<file path="src/hdl/windowed_tick_statistics_assert.svh">
// assertion macros shared by the windowed tick statistics rtl
// no dependencies; each macro expands to nothing when SYNTHESIS is defined
`ifndef WINDOWED_TICK_STATISTICS_ASSERT_SVH
`define WINDOWED_TICK_STATISTICS_ASSERT_SVH

`ifndef SYNTHESIS
// checked only out of reset
`define WTS_ASSERT(label, clk, rst_n, prop, msg) \
  label: assert property (@(posedge clk) disable iff (!rst_n) prop) else $error(msg);
`else
`define WTS_ASSERT(label, clk, rst_n, prop, msg)
`endif

`ifndef SYNTHESIS
// checked at every edge, reset included
`define WTS_ASSERT_ALWAYS(label, clk, prop, msg) \
  label: assert property (@(posedge clk) prop) else $error(msg);
`else
`define WTS_ASSERT_ALWAYS(label, clk, prop, msg)
`endif

`endif

</file>
<file path="src/hdl/wts_pkg.sv">
// shared constants, opcodes, controller states and control structs
// for the windowed tick statistics block; no dependencies
package wts_pkg;

  localparam int WINDOW     = 16;
  localparam int CATEGORIES = 8;

  localparam int OP_W   = 2;
  localparam int CAT_W  = 3;
  localparam int TICK_W = 16;

  localparam int IN_DATA_W  = ((CAT_W + TICK_W + 7) / 8) * 8;
  localparam int OUT_DATA_W = ((TICK_W + 7) / 8) * 8;

  localparam int PTR_W     = (WINDOW > 1) ? $clog2(WINDOW) : 1;
  localparam int CAT_IDX_W = (CATEGORIES > 1) ? $clog2(CATEGORIES) : 1;
  localparam int MEM_DEPTH = CATEGORIES * WINDOW;
  localparam int ADDR_W    = (MEM_DEPTH > 1) ? $clog2(MEM_DEPTH) : 1;

  // running sum of one ring
  localparam int SUM_W = TICK_W + $clog2(WINDOW + 1);

  // floor(sum / WINDOW) = (sum * RECIP) >> RECIP_SHIFT, exact for any SUM_W-bit sum
  localparam int RECIP_SHIFT = SUM_W + $clog2(WINDOW);
  localparam int RECIP_W     = SUM_W + 1;
  localparam longint unsigned RECIP_VAL =
    ((64'd1 << RECIP_SHIFT) + 64'(WINDOW) - 64'd1) / 64'(WINDOW);
  localparam logic [RECIP_W-1:0] RECIP = RECIP_W'(RECIP_VAL);
  localparam int PROD_W = SUM_W + RECIP_W;

  typedef enum logic [OP_W-1:0] {
    OP_RECORD = 2'd0,
    OP_MIN    = 2'd1,
    OP_AVG    = 2'd2,
    OP_MAX    = 2'd3
  } op_t;

  typedef enum logic [2:0] {
    ST_IDLE,
    ST_WRITE,
    ST_SCAN,
    ST_DRAIN,
    ST_CALC,
    ST_DONE
  } st_t;

  typedef struct packed {
    logic load;      // capture the accepted word, clear scan state
    logic write;     // store the captured duration in its ring
    logic read;      // read the slot at the scan index
    logic out_load;  // move the statistic into the output register
  } cmd_t;

  typedef struct packed {
    logic in_rec;    // word offered at the input is a record
    logic last_slot; // scan index points at the final slot
    logic out_free;  // output register can take a new word
  } sts_t;

endpackage

</file>
<file path="src/hdl/wts_ctrl.sv">
// controller state machine for the windowed tick statistics block
// depends on wts_pkg and windowed_tick_statistics_assert.svh
`include "windowed_tick_statistics_assert.svh"

module wts_ctrl (
  input  logic          clk,
  input  logic          rst_n,
  input  logic          in_tvalid,
  output logic          in_tready,
  input  wts_pkg::sts_t sts,
  output wts_pkg::cmd_t cmd
);
  import wts_pkg::*;

  st_t state_r;
  st_t state_nxt;

  always_ff @(posedge clk) begin
    if (!rst_n) begin
      state_r <= ST_IDLE;
    end else begin
      state_r <= state_nxt;
    end
  end

  always_comb begin
    state_nxt = state_r;
    case (state_r)
      ST_IDLE: begin
        if (in_tvalid) begin
          state_nxt = sts.in_rec ? ST_WRITE : ST_SCAN;
        end
      end
      ST_WRITE: begin
        state_nxt = ST_IDLE;
      end
      ST_SCAN: begin
        if (sts.last_slot) begin
          state_nxt = ST_DRAIN;
        end
      end
      ST_DRAIN: begin
        state_nxt = ST_CALC;
      end
      ST_CALC: begin
        state_nxt = ST_DONE;
      end
      ST_DONE: begin
        if (sts.out_free) begin
          state_nxt = ST_IDLE;
        end
      end
      default: begin
        state_nxt = ST_IDLE;
      end
    endcase
  end

  always_comb begin
    in_tready    = 1'b0;
    cmd          = '0;
    case (state_r)
      ST_IDLE: begin
        in_tready = 1'b1;
        cmd.load  = in_tvalid;
      end
      ST_WRITE: begin
        cmd.write = 1'b1;
      end
      ST_SCAN: begin
        cmd.read = 1'b1;
      end
      ST_DONE: begin
        cmd.out_load = sts.out_free;
      end
      default: begin
        cmd = '0;
      end
    endcase
  end

  `WTS_ASSERT(a_out_load_free, clk, rst_n, cmd.out_load |-> sts.out_free, "output loaded while full")
  `WTS_ASSERT(a_query_scans, clk, rst_n, (in_tvalid && in_tready && !sts.in_rec) |=> (state_r == ST_SCAN), "query did not start a scan")
  `WTS_ASSERT(a_scan_len, clk, rst_n, (state_r == ST_SCAN && !sts.last_slot) |=> (state_r == ST_SCAN), "scan left before last slot")

endmodule

</file>
<file path="src/hdl/wts_dp.sv">
// datapath: sample memory, valid bits, write pointers, scan accumulators,
// average multiplier and output register; depends on wts_pkg and the assert header
`include "windowed_tick_statistics_assert.svh"

module wts_dp (
  input  logic                              clk,
  input  logic                              rst_n,
  input  logic [wts_pkg::IN_DATA_W-1:0]     in_tdata,
  input  logic [wts_pkg::OP_W-1:0]          in_tuser,
  output logic                              out_tvalid,
  input  logic                              out_tready,
  output logic [wts_pkg::OUT_DATA_W-1:0]    out_tdata,
  output logic                              out_tuser,
  input  wts_pkg::cmd_t                     cmd,
  output wts_pkg::sts_t                     sts
);
  import wts_pkg::*;

  // captured word
  op_t               op_r;
  logic [CAT_W-1:0]  cat_r;
  logic [TICK_W-1:0] ticks_r;

  logic [CAT_IDX_W-1:0] cat_idx;
  logic                 cat_ok;

  // ring storage
  logic [TICK_W-1:0]    mem [MEM_DEPTH];
  logic [MEM_DEPTH-1:0] slot_valid_r;
  logic [PTR_W-1:0]     wp_r [CATEGORIES];

  logic [ADDR_W-1:0] base_addr;
  logic [ADDR_W-1:0] wr_addr;
  logic [ADDR_W-1:0] rd_addr;
  logic [PTR_W-1:0]  wp_cur;

  // scan
  logic [PTR_W-1:0]  k_r;
  logic [TICK_W-1:0] rd_data_r;
  logic              rd_vld_r;

  logic [SUM_W-1:0]  sum_r;
  logic [TICK_W-1:0] min_r;
  logic [TICK_W-1:0] max_r;
  logic              any_r;
  logic [PROD_W-1:0] prod_r;

  logic [TICK_W-1:0] stat;

  logic              out_valid_r;
  logic [TICK_W-1:0] out_stat_r;
  logic              out_none_r;

  assign cat_idx   = CAT_IDX_W'(cat_r);
  assign cat_ok    = (32'(cat_r) < CATEGORIES);
  assign base_addr = ADDR_W'(cat_idx) * ADDR_W'(WINDOW);
  assign wp_cur    = wp_r[cat_idx];
  assign wr_addr   = base_addr + ADDR_W'(wp_cur);
  assign rd_addr   = base_addr + ADDR_W'(k_r);

  always_ff @(posedge clk) begin
    if (cmd.load) begin
      op_r    <= op_t'(in_tuser);
      cat_r   <= in_tdata[CAT_W-1:0];
      ticks_r <= in_tdata[CAT_W +: TICK_W];
    end
  end

  // memory write and registered read
  always_ff @(posedge clk) begin
    if (cmd.write && cat_ok) begin
      mem[wr_addr] <= ticks_r;
    end
  end

  always_ff @(posedge clk) begin
    rd_data_r <= mem[rd_addr];
  end

  always_ff @(posedge clk) begin
    if (!rst_n) begin
      slot_valid_r <= '0;
      for (int c = 0; c < CATEGORIES; c++) begin
        wp_r[c] <= '0;
      end
    end else if (cmd.write && cat_ok) begin
      slot_valid_r[wr_addr] <= 1'b1;
      wp_r[cat_idx] <= (wp_cur == PTR_W'(WINDOW - 1)) ? '0 : wp_cur + 1'b1;
    end
  end

  always_ff @(posedge clk) begin
    if (!rst_n) begin
      k_r      <= '0;
      rd_vld_r <= 1'b0;
    end else begin
      rd_vld_r <= cmd.read && cat_ok && slot_valid_r[rd_addr];
      if (cmd.load) begin
        k_r <= '0;
      end else if (cmd.read) begin
        k_r <= k_r + 1'b1;
      end
    end
  end

  // one add and two compares per slot
  always_ff @(posedge clk) begin
    if (!rst_n) begin
      sum_r <= '0;
      any_r <= 1'b0;
    end else if (cmd.load) begin
      sum_r <= '0;
      any_r <= 1'b0;
    end else if (rd_vld_r) begin
      sum_r <= sum_r + SUM_W'(rd_data_r);
      any_r <= 1'b1;
    end
  end

  always_ff @(posedge clk) begin
    if (rd_vld_r) begin
      if (!any_r || rd_data_r < min_r) begin
        min_r <= rd_data_r;
      end
      if (!any_r || rd_data_r > max_r) begin
        max_r <= rd_data_r;
      end
    end
  end

  always_ff @(posedge clk) begin
    prod_r <= PROD_W'(sum_r) * PROD_W'(RECIP);
  end

  always_comb begin
    case (op_r)
      OP_MIN:  stat = any_r ? min_r : '0;
      OP_MAX:  stat = any_r ? max_r : '0;
      OP_AVG:  stat = prod_r[RECIP_SHIFT +: TICK_W];
      default: stat = '0;
    endcase
  end

  always_ff @(posedge clk) begin
    if (!rst_n) begin
      out_valid_r <= 1'b0;
    end else if (cmd.out_load) begin
      out_valid_r <= 1'b1;
    end else if (out_tready) begin
      out_valid_r <= 1'b0;
    end
  end

  always_ff @(posedge clk) begin
    if (cmd.out_load) begin
      out_stat_r <= stat;
      out_none_r <= !any_r;
    end
  end

  assign out_tvalid = out_valid_r;
  assign out_tdata  = OUT_DATA_W'(out_stat_r);
  assign out_tuser  = out_none_r;

  assign sts.in_rec    = (op_t'(in_tuser) == OP_RECORD);
  assign sts.last_slot = (k_r == PTR_W'(WINDOW - 1));
  assign sts.out_free  = !out_valid_r || out_tready;

  `WTS_ASSERT(a_empty_sum, clk, rst_n, !any_r |-> (sum_r == '0), "sum nonzero with no valid slot")
  `WTS_ASSERT(a_write_marks, clk, rst_n, (cmd.write && cat_ok) |=> slot_valid_r[$past(wr_addr)], "written slot not marked valid")
  `WTS_ASSERT_ALWAYS(a_rst_out, clk, !rst_n |=> !out_valid_r, "output valid after reset")

endmodule

</file>
<file path="src/hdl/windowed_tick_statistics.sv">
// top level of the windowed tick statistics block
// depends on wts_pkg, wts_ctrl and wts_dp
//
//  channel | dir | tdata                                   | tuser
//  in_     | in  | [2:0] category, [18:3] ticks, pad to 24 | [1:0] opcode
//  out_    | out | [15:0] stat_value                       | [0] no_samples
//
// a record is captured, then written to memory, and gives no word
// after its word is captured, a query makes WINDOW slot reads, one per cycle through
// the single memory read port, then drain, average multiply and load; the load waits
// while the output register still holds a word that out_tready has not taken
// the input is taken again the cycle after the result enters the output register,
// even while that word still waits on out_tready
// rst_n clears all valid bits and write pointers at once; no clearing pass
module windowed_tick_statistics (
  input  logic                              clk,
  input  logic                              rst_n,
  // input words
  input  logic                              in_tvalid,
  output logic                              in_tready,
  input  logic [wts_pkg::IN_DATA_W-1:0]     in_tdata,  // category, ticks
  input  logic [wts_pkg::OP_W-1:0]          in_tuser,  // opcode
  // result words
  output logic                              out_tvalid,
  input  logic                              out_tready,
  output logic [wts_pkg::OUT_DATA_W-1:0]    out_tdata, // stat_value
  output logic                              out_tuser  // no_samples
);
  import wts_pkg::*;

  cmd_t cmd;
  sts_t sts;

  // sequencing of capture, write, scan and result load
  wts_ctrl u_ctrl (
    .clk       (clk),
    .rst_n     (rst_n),
    .in_tvalid (in_tvalid),
    .in_tready (in_tready),
    .sts       (sts),
    .cmd       (cmd)
  );

  // storage, accumulators and output register
  wts_dp u_dp (
    .clk        (clk),
    .rst_n      (rst_n),
    .in_tdata   (in_tdata),
    .in_tuser   (in_tuser),
    .out_tvalid (out_tvalid),
    .out_tready (out_tready),
    .out_tdata  (out_tdata),
    .out_tuser  (out_tuser),
    .cmd        (cmd),
    .sts        (sts)
  );

endmodule

</file>
<file path="config.mk">
export PLATFORM = sky130hd
export DESIGN_NAME = windowed_tick_statistics
export DESIGN_NICKNAME = d
export VERILOG_FILES = /design/src/hdl/wts_pkg.sv /design/src/hdl/wts_ctrl.sv /design/src/hdl/wts_dp.sv /design/src/hdl/windowed_tick_statistics.sv
export VERILOG_INCLUDE_DIRS = /design/src /design/src/hdl
export SDC_FILE = /design/constraint.sdc
export NUM_CORES = 2
export LEC_CHECK = 0
export BUFFER_PORTS_ARGS = -buffer_cell sky130_fd_sc_hd__buf_2
export CAP_MARGIN = 10
export CORE_MARGIN = 3
export CORE_UTILIZATION = 40
export CTS_BUF_LIST = sky130_fd_sc_hd__clkbuf_16
export DETAILED_ROUTE_END_ITERATION = 8
export GPL_TIMING_DRIVEN = 0
export PLACE_DENSITY_LB_ADDON = 0.15
export SLEW_MARGIN = 20
export SYNTH_ARGS = -nofsm -noshare
export SYNTH_HDL_FRONTEND = slang
export SYNTH_SLANG_ARGS = --single-unit
</file>
<file path="constraint.sdc">
create_clock -name clk -period 9.5 [get_ports clk]
set_clock_uncertainty 0.05 [all_clocks]
set_input_delay 0.475 -clock clk [delete_from_list [all_inputs] [get_ports clk]]
set_output_delay 0.475 -clock clk [all_outputs]
set_load 0.01 [all_outputs]
</file>
==> out/qor.yml <==
status: "completed"
cts.sinks: 2343
grt_max_degree: 26
path_class: "register to register"
slew_headroom_pct: 12.97
hold_viol: 0
rsz0062_at_grt: "false"
ys.flop_type: "edfxtp_1"
post_drt_wl_per_cell_um: 47.37
cts_max_level: 4
crit_arrival_ns: 7.14
fmax_mhz: 153.5
ys_seq_area_share_pct: 75.40
grt.total_usage_pct: 34.05
synth_edf_count: 2150
path_common_cell: "buf_2"
critPathMaxStageDelay_ns: 1.00
required_ns: 10.13
vias: 55010
netlist_area_um2: 90750
async_flop_share_pct: 0
tightest_slew_ns: 1.301
setup_violations: 0
combPwrFrac_pct: 9.9
final_area_um2: 108700
hpwl_um: 278700
path_clk_slew_ns: 0.06
leakagePower_nw: 34.41
finish.utilization_pct: 48.26
drcViolationCount: 0
critical_path.slowest_cell: "o221ai_1"
place.port_buffers: 42
ir_drop_mv: 0.1692
die-area_um2: 232600
cts_hold_buf: 24
first_global_vias: 50580
yosysWarnings: 0
ctsResizeCount: 0
critPathLaunchType: "register"
cts_setup_buffers: 0
p_int_mw: 17.45
drive_above_1_share_pct: 26.21
io_pins: 49
dp.cells: 7928
nets: 5280
tns_ns: 0
core_um2: 225300
die_x_um: 482.3
pwr-share-seq_pct: 49.3
crit_chain: "buf_4 > buf_4 > buf_2 > buf_2 > buf_2 > nand2_1 > o221ai_1 > a21oi_1 > a31oi_1 > nand3_1"
place_area_um2: 100500
wl_um: 399000
drv_cap: 0
place_congestion: 1.032
root_buffer: "clkbuf_16"
hold_slack_ns: 0.2175
fin_crit_sh_pct: 68.57
hold_path_class: "input pin to register"
power_mw: 23.35
synth_seq_cells: 2343
grt-ovfl-total: 0
antenna_found_initial: 42
multi_input_area_um2: 21950
dpl_worst_slack_ns: 3.423
clkPwrFrac_pct: 40.8
drv_slew: 0
timing.final.crit_period_ns: 6.514
regArea_um2: 68430
sw_frac_of_total_pct: 25.26
power_density_nw_per_um2: 214.7
postRouteAntennaNets: 0
die_height_um: 482.3
ys_types: 69
area_delta_synth_final_pct: 19.82
row_count: 174
hold_depth: 2
end_kind: "register"
cp_max_fo: 10
fill_cells: 18550
r2r_cells: 10
cts_buffer_depth: 3
avgSynthCellArea_um2: 19.47
p_sw_mw: 5.899
clk_latency_ns: 0.93
routed_via_density: 6.531
grt_pass1_wl_um: 510800
dr.first_iter.drc_count: 10350
setup_slack_ns: 2.986
start_util_pct: 40.28
cts_tree: "done"
synthCells: 4660
final_cells: 8423
syn-num-nets: 4740
cts_buffers: 238
dr.pass1.iters: 8
[area by class of cell]
| type | count | share of cell area, % |
|---|---|---|
| diodes | 21 | 0.04833 |
| inverters | 46 | 0.1588 |
| plain buffers | 243 | 1.227 |
| repair buffers | 300 | 4.744 |
| well taps | 2992 | 3.443 |
| clock inverters | 205 | 1.630 |
| clock buffers | 245 | 5.638 |
| flip-flops and latches | 2343 | 62.92 |
| multi-input cells | 2028 | 20.19 |
[layer usage]
layer	track usage [%]	up-vias	part of all wire, %
li1	-	20270	-
met1	44.75	29290	37
met2	47.73	4407	42
met3	12.29	1025	13
met4	22.06	16	8.1
met5	0	-	0.032
[final timing paths]
check	startpoint	endpoint	slack, ns
max	u_dp.k_r[1]$_SDFFE_PP0P_	u_dp.rd_data_r[13]$_DFF_P_	2.99
min	in_tdata[5]	u_dp.ticks_r[2]$_DFFE_PP_	0.22
max reg2reg	u_dp.k_r[1]$_SDFFE_PP0P_	u_dp.rd_data_r[13]$_DFF_P_	2.99
min reg2reg	u_dp.sum_r[8]$_SDFFE_PP0P_	u_dp.prod_r[29]$_DFF_P_	0.33
[logic make-up (layout without fill, tap and decap cells)]
family                     after synthesis  after routing  synth area share (%)
buffers and inverters                  289           1039                 1.590
and+or+nand+nor                        620            620                 3.006
AOI/OAI and AO/OA                      591            591                 4.558
DFF                                   2343           2343                 75.40
adders and majority gates               50             50                0.6976
other                                    0             21                     0
xor gates and xnor gates                10             10               0.09651
muxes                                  757            757                 14.66
[cell usage after synthesis (all sizes together) (7+ instances only)]
library cell,n,area [µm²]
inv,46,172.7
nor2,251,942.2
o21a,137,1028
a22oi,101,758.2
clkbuf,95,357.8
o211ai,10,75.07
o221ai,21,183.9
a2111oi,12,105.1
nand4,19,118.9
a21oi,77,385.4
nand3,80,400.4
o22ai,27,168.9
and2,13,81.33
buf,148,912.1
mux2i,284,2843
xnor2,7,61.31
a211oi,15,112.6
a221oi,31,271.5
ha,49,613.1
nor4,10,62.56
dfxtp,193,3864
nor2b,24,150.1
nor3,32,160.2
a22o,9,78.83
nand2b,8,50.05
edfxtp,2150,64560
mux2,18,202.7
nand2,161,604.3
a32oi,13,113.9
a21o,11,82.58
a31oi,14,87.58
mux4,455,10250
o21ai,82,410.4
[registers in the layout, indices dropped and copies added, names as in the netlist, named ones only]
register	cells
u_dp.mem	2048
u_dp.slot_valid_r	128
u_dp.wp_r	32
u_dp.sum_r	20
u_dp.max_r	16
u_dp.min_r	16
u_dp.out_tdata	16
u_dp.prod_r	16
u_dp.rd_data_r	16
u_dp.ticks_r	16
u_dp.k_r	4
u_ctrl.state_r	3
u_dp.cat_idx	3
u_dp.op_r	2
u_dp.any_r	1
u_dp.out_tuser	1
u_dp.out_tvalid	1
u_dp.rd_vld_r	1
[worst max-delay path: cells and delay by family, from the launching register on]
family                 cells  cell delay [ns]
AND/OR/NAND/NOR            2             1.31
buffers and inverters      5             2.87
AO/OA/AOI/OAI              3             1.64
flip-flops                 1             0.34
[layout by cell type (no fill, tap or decap), types with 21 or more instances in the layout]
master            n
diode_2          21
buf_12           34
inv_1            96
nor2b_1          23
nor3_1           26
clkinv_2         35
dlygate4sd3_1    24
nand2_1         161
clkbuf_1         59
buf_2           134
a21oi_1          76
mux4_2          453
nor2_4          129
buf_8            96
o21a_1          137
a221oi_1         31
mux2i_1         281
clkbuf_2         35
buf_4            47
buf_16           89
o21ai_0          81
o22ai_1          27
clkbuf_16       245
nor2_1          115
edfxtp_1       2150
dfxtp_1         193
clkinv_1         66
ha_1             49
a22oi_1         101
nand3_1          80
o221ai_1         21
bufinv_16        24
[power by group through the flow]
stage / combinational, mW / sequential (mW) / clock, mW
floorplan: 0.842 / 11.8 / 0
global route: 2.31 / 11.5 / 9.97
detailed placement: 2.22 / 11.7 / 0
global placement: 1.69 / 12.1 / 0
finish: 2.31 / 11.5 / 9.53
CTS: 2.23 / 11.5 / 9.58
Power figures use the tool's default switching activity.
